===== src/rtl/tccw_pkg.sv =====
// ----------------------------------------------------------------------------
// tccw_pkg: shared types and constants for the text console char writer
// Field widths, control codes, configuration indexes and the tab stop table.
// ----------------------------------------------------------------------------
package tccw_pkg;

  localparam int COL_W      = 7;
  localparam int ROW_W      = 5;
  localparam int CHAR_W     = 8;
  localparam int COLOR_W    = 4;
  localparam int CELL_W     = 16;
  localparam int CFG_IDX_W  = 3;
  localparam int CFG_DATA_W = 7;
  // row * width + column never needs more than this many bits
  localparam int PROD_W     = ROW_W + COL_W + 1;

  localparam int DEF_MAX_COLUMNS = 80;
  localparam int DEF_MAX_ROWS    = 25;
  localparam int DEF_TAB_STEP    = 8;

  localparam logic [COL_W-1:0]   RST_COLUMNS = 7'd80;
  localparam logic [ROW_W-1:0]   RST_ROWS    = 5'd25;
  localparam logic [COLOR_W-1:0] RST_FG      = 4'd7;
  localparam logic [COLOR_W-1:0] RST_BG      = 4'd0;
  localparam logic               RST_NL_RET  = 1'b1;

  localparam logic [CELL_W-1:0] BLANK_RESET = 16'h0720;
  localparam logic [CHAR_W-1:0] CHAR_SPACE  = 8'h20;

  localparam logic [CHAR_W-1:0] CH_BEL = 8'h07;
  localparam logic [CHAR_W-1:0] CH_BS  = 8'h08;
  localparam logic [CHAR_W-1:0] CH_TAB = 8'h09;
  localparam logic [CHAR_W-1:0] CH_LF  = 8'h0A;
  localparam logic [CHAR_W-1:0] CH_VT  = 8'h0B;
  localparam logic [CHAR_W-1:0] CH_FF  = 8'h0C;
  localparam logic [CHAR_W-1:0] CH_CR  = 8'h0D;

  typedef enum logic {
    CMD_PUT  = 1'b0,
    CMD_READ = 1'b1
  } cmd_t;

  typedef enum logic [CFG_IDX_W-1:0] {
    CFG_COLUMNS = 3'd0,
    CFG_ROWS    = 3'd1,
    CFG_FG      = 3'd2,
    CFG_BG      = 3'd3,
    CFG_NL_RET  = 3'd4
  } cfg_idx_t;

  typedef struct packed {
    logic wr_en;
    logic rd_en;
  } ram_ctl_t;

  // next tab stop for every possible cursor column
  localparam int TAB_IDX_N = 1 << COL_W;
  typedef logic [COL_W:0] tab_tbl_t [TAB_IDX_N];

  function automatic tab_tbl_t tab_table(input int step);
    tab_tbl_t tbl;
    int       nxt;
    nxt = step;
    for (int x = 0; x < TAB_IDX_N; x++) begin
      if (x == nxt) nxt = nxt + step;
      tbl[x] = (COL_W + 1)'(nxt);
    end
    return tbl;
  endfunction

endpackage


===== src/rtl/tccw_addr_unit.sv =====
// ----------------------------------------------------------------------------
// tccw_addr_unit: shared multiply-add unit
// Registers row * width + column; serves cell addresses and screen size.
// ----------------------------------------------------------------------------
module tccw_addr_unit #(
  parameter int CNT_W = 11
) (
  input  logic                       clk,
  input  logic [tccw_pkg::ROW_W-1:0] row_i,
  input  logic [tccw_pkg::COL_W-1:0] col_i,
  input  logic [tccw_pkg::COL_W-1:0] width_i,
  output logic [CNT_W-1:0]           result_o
);
  import tccw_pkg::*;

  logic [PROD_W-1:0] sum;
  logic [CNT_W-1:0]  result_r;

  assign sum = PROD_W'(row_i) * PROD_W'(width_i) + PROD_W'(col_i);

  always_ff @(posedge clk) begin
    result_r <= CNT_W'(sum);
  end

  assign result_o = result_r;

endmodule


===== config.mk =====
export PLATFORM = sky130hd
export DESIGN_NAME = tccw_addr_unit
export DESIGN_NICKNAME = d
export VERILOG_FILES = /design/src/rtl/tccw_pkg.sv /design/src/rtl/tccw_addr_unit.sv
export SDC_FILE = /design/constraint.sdc
export NUM_CORES = 1
export LEC_CHECK = 0
export BUFFER_PORTS_ARGS = -buffer_cell sky130_fd_sc_hd__buf_2
export CORE_UTILIZATION = 50
export CTS_CLUSTER_SIZE = 28
export DETAILED_ROUTE_END_ITERATION = 7
export PLACE_DENSITY = 0.74
export SLEW_MARGIN = 25
export SYNTH_ARGS = -nofsm -noshare
export SYNTH_HDL_FRONTEND = slang
export SYNTH_SLANG_ARGS = --single-unit

===== constraint.sdc =====
create_clock -name clk -period 3.7 [get_ports clk]
set_input_delay 0.185 -clock clk [delete_from_list [all_inputs] [get_ports clk]]
set_output_delay 0.185 -clock clk [all_outputs]
set_load 0.01 [all_outputs]

==> flow_summary.json, run 1 <==
{
  "outcome": "finished, final reports clean",
  "postCtsSetupBuffers": 0,
  "grt-ovfl-total": 0,
  "synth_area_leader_cell": "fa_1",
  "synth_area_mm2": 0.00142,
  "period_share_pct": 85.6,
  "grt_pass1_vias": 1162,
  "slew_headroom_pct": 74.4,
  "netlist_top_cells_area": "fa_1 (30%), ha_1 (17%), dfxtp_1 (16%)",
  "htree_levels": 1,
  "dr.first_iter.drc_count": 16,
  "antenna_found_initial": 0,
  "critical_path_depth": 12,
  "layout-drive-gt1-share_pct": 18.7,
  "setup_viol": 0,
  "totalWireLength_um": 2500,
  "arrival_ns": 3.31,
  "syn_area_per_cell_um2": 9.27,
  "ys.flop_type": "dfxtp_1",
  "yosys.area_share.xor_xnor_pct": 5.56,
  "min_path_type": "in -> reg",
  "drv_slew": 0,
  "fin_nets": 248,
  "muxShareOfSynthArea_pct": 1.50,
  "synth.distinct_cells": 23,
  "hold_viol_final": 0,
  "min_path_cells": 2,
  "drt_pass1_iterations": 4,
  "path_common_cell": "fa_1",
  "drc": 0,
  "synth_seq_area_share_pct": 15.5,
  "ios": 31,
  "synth.most_common_cell": "inv_1",
  "crit_slowest_cell": "fa_1",
  "crit_chain": "buf_2 -> and2_1 -> fa_1 -> inv_1 -> fa_1 -> fa_1 -> inv_1 -> ha_1 -> a211oi_1 -> nor3_2 -> mux2i_1 -> or3_1",
  "die_w_um": 55.2,
  "synth_edf_count": 0,
  "p_leak_nw": 0.863,
  "gp_congestion": 0.843,
  "clock-root-buffer": "clkbuf_4",
  "synth_compound_area_share_pct": 5.21,
  "dieArea_mm2": 0.00305,
  "antenna_left": 0,
  "setup_tns_ns": 0,
  "avgViaCountPerCell": 5.03,
  "synth.top_cell.area_share_pct": 29.7,
  "initial_core_util_pct": 55.2,
  "synthCells": 153,
  "whs_endpoint": "result_o[0]",
  "ctsResizeCount": 0,
  "power.density_mw_per_mm2": 464,
  "cp_max_fo": 7,
  "period_needed_ns": 3.17,
  "port_buffers": 30,
  "worstMarginPinSlew_ns": 0.382,
  "row_count": 18,
  "cts.sinks": 11,
  "cts_tree": "done",
  "crit_type": "in -> reg",
  "max-vdd-ir-drop_uv": 521,
  "hpwlAfterDp_um": 2240,
  "slowest_delay_ns": 0.55,
  "start_kind": "input port",
  "min-delay-start": "col_i[0]",
  "cap_violations": 0,
  "grt_usage_pct": 19.6,
  "cts_hold_buf": 0,
  "vias": 1091,
  "grt_max_degree": 8,
  "path_buf_inv": 3,
  "async_reset_ff_share_pct": 0,
  "antenna_cells": 0,
  "fmax_ghz": 0.316,
  "critical_path_required_ns": 3.84,
  "whs_ns": 0.155,
  "synth-seq-cells": 11,
  "area_growth_pct": 15.1,
  "synth_top_family_by_area": "adder cells",
  "synth-adder-area-share_pct": 46.4,
  "synth_nets": 213,
  "ys_warn_count": 0,
  "largest_reg_flops": 11,
  "synthSimpleGateAreaFrac_pct": 17.6,
  "rsz0062_at_grt": "no",
  "grt_pass1_wl_um": 4720,
  "die_y_um": 55.2,
  "ys_top_cells_by_count": "inv_1 (31), and2_1 (21), fa_1 (21)",
  "numCtsBuffers": 3,
  "wl_per_cell_um": 11.5,
  "coreArea_mm2": 0.00257,
  "cts.path.max_buffers": 2,
  "clkTransAtPathRegs_ns": 0.06,
  "cpLargestDelayFamily": "adder cells",
  "end_kind": "register"
}
==> cells in the final DEF, fill, tap and decap left out, drive strengths merged <==
cell type	count
a21o	1
mux2	1
a21oi	7
o21ai	2
and2	21
nand4b	1
a31oi	1
xnor2	8
fa	21
dfxtp	11
nand3	1
ha	19
or3	1
nor2	4
nand2b	2
nor3	1
mux2i	1
o21bai	1
clkbuf	4
nand2	16
inv	31
buf	30
a211oi	1
xor2	1
==> kinds of logic after synthesis <==
group,after synthesis
compound gates,13
xor+xnor,9
fa+ha+maj,40
buf+inv,31
flops,11
mux,2
simple gates,47
==> routing by layer <==
metal | wire, µm | global-route usage, % | vias to the layer above
met5 | 0 | 0 | -
met3 | 78 | 4.22 | 8
li1 | - | - | 541
met2 | 1350 | 34.9 | 23
met1 | 1010 | 23.2 | 519
met4 | 61 | 6.79 | 0
==> report_power, final <==
part            total, W  switching, W  internal [W]
combinational   0.000496      0.000272      0.000224
clock          0.0000770     0.0000354     0.0000416
sequential      0.000185    0.00000905      0.000176
==> final cells by class <==
| cell class | instances | area (µm²) |
|---|---|---|
| fill | 242 | 936 |
| timing repair buffer | 30 | 150 |
| clock buffer | 4 | 26.3 |
| inverter | 31 | 116 |
| multi-input combinational | 111 | 1080 |
| tap | 30 | 37.5 |
| sequential | 11 | 220 |
==> stage by stage <==
stage          area, µm²  worst slack, ns  std cells  utilization (%)  total power (W)
2_1_floorplan       1420            0.598        153                -         0.000556
3_3_place_gp        1610            0.313        213             62.5         0.000678
3_5_place_dp        1610            0.237        213             62.5         0.000692
4_1_cts             1630            0.502        217             63.5         0.000773
5_1_grt             1630            0.338        217             63.5         0.000852
6_report            1630            0.532        217             63.5         0.000757
==> how the worst max path moves through the flow <==
stage	start	end
5_1_grt	row_i[1]	result_o[9]
3_3_place_gp	row_i[1]	result_o[9]
6_report	row_i[1]	result_o[9]
3_5_place_dp	row_i[1]	result_o[9]
2_1_floorplan	width_i[3]	result_o[9]
4_1_cts	row_i[1]	result_o[9]
Power figures use the tool's default switching activity.
==> run 2, diff against run 1 <==
--- a/config.mk
+++ b/config.mk
@@ -6,10 +6,10 @@
 export NUM_CORES = 1
 export LEC_CHECK = 0
 export BUFFER_PORTS_ARGS = -buffer_cell sky130_fd_sc_hd__buf_2
-export CORE_UTILIZATION = 50
+export CORE_UTILIZATION = 55
 export CTS_CLUSTER_SIZE = 28
 export DETAILED_ROUTE_END_ITERATION = 7
-export PLACE_DENSITY = 0.74
+export PLACE_DENSITY = 0.81
 export SLEW_MARGIN = 25
 export SYNTH_ARGS = -nofsm -noshare
 export SYNTH_HDL_FRONTEND = slang
==> run 2 against run 1 <==
  * Global-route usage increased by 2.7 points
  * Critical endpoint unchanged
  * Clock power increased by 4.3%
  * Hold slack got worse by 0.0066 ns
  * Wire length increased by 6.8%
  * Highest routed layer unchanged
  * First-iteration DRC count decreased by 50%
  * Largest power group unchanged
  * Utilization increased by 2.9 points
  * Sequential share of layout area unchanged
==> flow_summary.json, run 2 (synthesis gave the netlist of run 1 again) <==
{
  "numCtsBuffers": 3,
  "cts.path.max_buffers": 2,
  "die_y_um": 52.8,
  "drv_slew": 0,
  "final_cell_mix": "inv_1 (31), buf_2 (30), and2_1 (21), fa_1 (21), ha_1 (19)",
  "antenna_found_initial": 0,
  "layout_commonest_cell": "inv_1",
  "max-vdd-ir-drop_uv": 408,
  "largest_reg_flops": 11,
  "clock-root-buffer": "clkbuf_4",
  "dpl.cell_count": 213,
  "cts_tree": "done",
  "antenna_cells": 0,
  "finish.utilization_pct": 66.5,
  "p_leak_nw": 0.863,
  "postCtsSetupBuffers": 0,
  "hold_viol_final": 0,
  "arrival_ns": 3.32,
  "setup_viol": 0,
  "critical_path_depth": 12,
  "min_path_type": "in -> reg",
  "crit_slowest_cell": "fa_1",
  "totalWireLength_um": 2670,
  "p_int_w": 0.000442,
  "antenna_left": 0,
  "cap_violations": 0,
  "grt_pass1_wl_um": 4380,
  "dr.first_iter.drc_count": 8,
  "min_path_cells": 2,
  "setup_tns_ns": 0,
  "fmax_ghz": 0.315,
  "row_count": 18,
  "instances_no_fill": 217,
  "p_sw_share_pct": 42.9,
  "hpwlAfterDp_um": 2360,
  "layout-drive-gt1-share_pct": 18.7,
  "vias": 1106,
  "fin_nets": 248,
  "outcome": "finished, final reports clean",
  "end_kind": "register",
  "crit_chain": "buf_2 -> and2_1 -> fa_1 -> inv_1 -> fa_1 -> fa_1 -> inv_1 -> ha_1 -> a211oi_1 -> nor3_2 -> mux2i_1 -> or3_1",
  "path_buf_inv": 3,
  "switchingPower_w": 0.000332,
  "worstMarginPinSlew_ns": 0.389,
  "pwr-share-clk_pct": 10.4,
  "drt_pass1_iterations": 4,
  "start_kind": "input port",
  "seqPwrFrac_pct": 24.0,
  "slowest_delay_ns": 0.56,
  "path_common_cell": "fa_1",
  "area_growth_pct": 15.1,
  "wl_per_cell_um": 12.3,
  "crit_type": "in -> reg",
  "avgViaCountPerCell": 5.10,
  "initial_core_util_pct": 57.7,
  "startpoint": "row_i[1]",
  "slew_headroom_pct": 73.9,
  "period_share_pct": 85.7,
  "coreArea_mm2": 0.00245,
  "grt_usage_pct": 22.4,
  "power.density_mw_per_mm2": 474,
  "p_comb_share_pct": 65.6,
  "dieArea_mm2": 0.00278,
  "gp_congestion": 0.820,
  "rsz0062_at_grt": "no",
  "clkTransAtPathRegs_ns": 0.07,
  "grt-ovfl-total": 0,
  "drc": 0,
  "critical_path_required_ns": 3.85,
  "htree_levels": 1,
  "die_w_um": 52.8,
  "ctsResizeCount": 0,
  "port_buffers": 30,
  "cp_max_fo": 7,
  "period_needed_ns": 3.17,
  "cts_hold_buf": 0,
  "grt_pass1_vias": 1087,
  "grt_max_degree": 8,
  "cts.sinks": 11,
  "ios": 31,
  "cpLargestDelayFamily": "adder cells",
  "min-delay-start": "col_i[0]"
}
## run 2: cell counts in the layout (fill, tap and decap cells not counted)
No cell type changed its count.
## run 2: through the flow
step	hold WS [ns]	instance area, µm²	setup WS (ns)	power [W]
floorplan	0.315	1420	0.598	0.000556
global placement	0.408	1610	0.314	0.000675
detailed placement	0.426	1610	0.267	0.000704
CTS	0.145	1630	0.535	0.000787
global route	0.141	1630	0.347	0.000859
finish	0.148	1630	0.530	0.000774
## run 2: area by class of cell
cell class / count / area (µm²)
Tap cell: 30 / 37.5
Sequential cell: 11 / 220
Inverter: 31 / 116
Multi-Input combinational cell: 111 / 1080
Fill cell: 222 / 823
Clock buffer: 4 / 26.3
Timing Repair Buffer: 30 / 150
## run 2: metal layers
layer | GRT usage, % | wire length (µm) | vias up
met5 | 0 | 0 | -
met4 | 11.4 | 89 | 0
met3 | 4.93 | 79 | 8
met2 | 39.9 | 1460 | 24
met1 | 24.4 | 1040 | 536
li1 | - | - | 538
## run 2: power by group through the flow
stage	logic (W)	registers (W)	clock network, W
4_1_cts	0.000517	0.000186	0.0000830
3_5_place_dp	0.000515	0.000189	0
3_3_place_gp	0.000487	0.000187	0
2_1_floorplan	0.000336	0.000220	0
5_1_grt	0.000579	0.000191	0.0000885
6_report	0.000508	0.000186	0.0000803
## run 2: final timing paths
path | end | slack, ns
worst min-delay path | result_o[0] | 0.15
worst max-delay path | result_o[9] | 0.53
==> run 3, diff against run 2 <==
--- a/config.mk
+++ b/config.mk
@@ -5,11 +5,12 @@
 export SDC_FILE = /design/constraint.sdc
 export NUM_CORES = 1
 export LEC_CHECK = 0
-export BUFFER_PORTS_ARGS = -buffer_cell sky130_fd_sc_hd__buf_2
+export BUFFER_PORTS_ARGS = -buffer_cell sky130_fd_sc_hd__buf_4
 export CORE_UTILIZATION = 55
 export CTS_CLUSTER_SIZE = 28
 export DETAILED_ROUTE_END_ITERATION = 7
 export PLACE_DENSITY = 0.81
+export SKIP_LAST_GASP = 1
 export SLEW_MARGIN = 25
 export SYNTH_ARGS = -nofsm -noshare
 export SYNTH_HDL_FRONTEND = slang
==> run 3 against run 2 <==
  * Global-route usage shrank 0.22 points
  * Utilization grew 3.1 points
  * Worst setup slack lost 0.010 ns
  * Critical path type unchanged
  * Clock-buffer cell count is the same
  * Combinational power grew 5.7%
==> flow_summary.json, run 3 (synthesis gave the netlist of run 1 again) <==
{
  "outcome": "finished, final reports clean",
  "wl_per_cell_um": 11.9,
  "clock-root-buffer": "clkbuf_4",
  "setup_tns_ns": 0,
  "cts_hold_buf": 0,
  "grt_pass1_wl_um": 4440,
  "final_cell_mix": "inv_1 (31), buf_4 (30), and2_1 (21), fa_1 (21), ha_1 (19)",
  "grt_usage_pct": 22.1,
  "grt-ovfl-total": 0,
  "gp_congestion": 0.875,
  "slowest_delay_ns": 0.54,
  "p_leak_nw": 0.889,
  "crit_chain": "buf_4 -> and2_1 -> fa_1 -> inv_1 -> fa_1 -> fa_1 -> inv_1 -> ha_1 -> a211oi_1 -> nor3_2 -> mux2i_1 -> or3_1",
  "min-delay-start": "col_i[0]",
  "die_y_um": 52.8,
  "ctsResizeCount": 0,
  "period_needed_ns": 3.18,
  "numCtsBuffers": 3,
  "antenna_cells": 0,
  "layout-drive-gt1-share_pct": 18.7,
  "dpl.cell_count": 213,
  "layout_commonest_cell": "inv_1",
  "setup_viol": 0,
  "preCtsSetupSlack_ns": 0.236,
  "cts.path.max_buffers": 2,
  "port_buffers": 30,
  "dieArea_mm2": 0.00278,
  "cts.sinks": 11,
  "coreArea_mm2": 0.00245,
  "dr.first_iter.drc_count": 13,
  "totalWireLength_um": 2590,
  "cts_tree": "done",
  "setup_ws_ns": 0.520,
  "path_common_cell": "fa_1",
  "drv_slew": 0,
  "antenna_left": 0,
  "startpoint": "width_i[3]",
  "period_share_pct": 86.0,
  "largest_reg_flops": 11,
  "max-vdd-ir-drop_uv": 454,
  "row_count": 18,
  "grt_max_degree": 8,
  "end_kind": "register",
  "slew_headroom_pct": 70.4,
  "hold_viol_final": 0,
  "hpwlAfterDp_um": 2280,
  "antenna_found_initial": 0,
  "avgViaCountPerCell": 5.12,
  "htree_levels": 1,
  "start_kind": "input port",
  "clkTransAtPathRegs_ns": 0.07,
  "vias": 1110,
  "whs_endpoint": "result_o[0]",
  "crit_type": "in -> reg",
  "drt_pass1_iterations": 5,
  "crit_slowest_cell": "fa_1",
  "power.density_mw_per_mm2": 473,
  "grt_pass1_vias": 1096,
  "min_path_type": "in -> reg",
  "cap_violations": 0,
  "rsz0062_at_grt": "no",
  "initial_core_util_pct": 57.7,
  "min_path_cells": 2,
  "cp_max_fo": 5,
  "area_growth_pct": 20.4,
  "drc": 0,
  "instances_no_fill": 217,
  "arrival_ns": 3.33,
  "postCtsSetupBuffers": 0,
  "worstMarginPinSlew_ns": 0.442,
  "power_w": 0.000808,
  "ios": 31,
  "fin_nets": 248,
  "die_w_um": 52.8,
  "critical_path_required_ns": 3.85,
  "fmax_ghz": 0.314
}
==> run 3: cell counts in the layout (fill, tap and decap cells not counted) <==
Identical to the previous run, type by type.
==> run 3: power by group <==
group | total (W) | switching [W] | internal (W) | leakage [nW]
logic | 0.000537 | 0.000280 | 0.000257 | 0.781
registers | 0.000189 | 0.0000131 | 0.000176 | 0.0928
clock network | 0.0000822 | 0.0000404 | 0.0000418 | 0.0150
==> run 3: worst max path at each step <==
stage               slack [ns]          end  cells past startpoint
detailed placement        0.24  result_o[9]                     12
global placement          0.33  result_o[9]                     12
CTS                       0.50  result_o[9]                     12
floorplan                 0.60  result_o[9]                     11
finish                    0.52  result_o[9]                     12
global route              0.37  result_o[9]                     12
==> run 3: metrics by stage <==
stage	area, µm²	hold WS (ns)	util (%)
6_report	1710	0.141	69.5
4_1_cts	1710	0.143	69.5
2_1_floorplan	1420	0.315	-
5_1_grt	1710	0.132	69.5
3_3_place_gp	1680	0.407	68.5
3_5_place_dp	1680	0.423	68.5
==> run 3: cell type report <==
type | count | area [µm²]
Sequential cell | 11 | 220
Clock buffer | 4 | 26.3
Multi-Input combinational cell | 111 | 1080
Fill cell | 199 | 748
Timing Repair Buffer | 30 | 225
Tap cell | 30 | 37.5
Inverter | 31 | 116
==> run 3: critical path: cells and delay by family <==
family | cells | cell delay, ns
fa+ha+maj | 4 | 1.74
simple gates | 3 | 0.63
compound gates | 1 | 0.42
buf+inv | 3 | 0.22
mux | 1 | 0.13
==> run 3: layer usage <==
| metal | track usage, % | up-vias | wire length [µm] |
|---|---|---|---|
| met5 | 0 | - | 0 |
| met3 | 4.35 | 6 | 91 |
| li1 | - | 537 | - |
| met1 | 25.0 | 541 | 990 |
| met2 | 41.1 | 26 | 1470 |
| met4 | 6.58 | 0 | 38 |
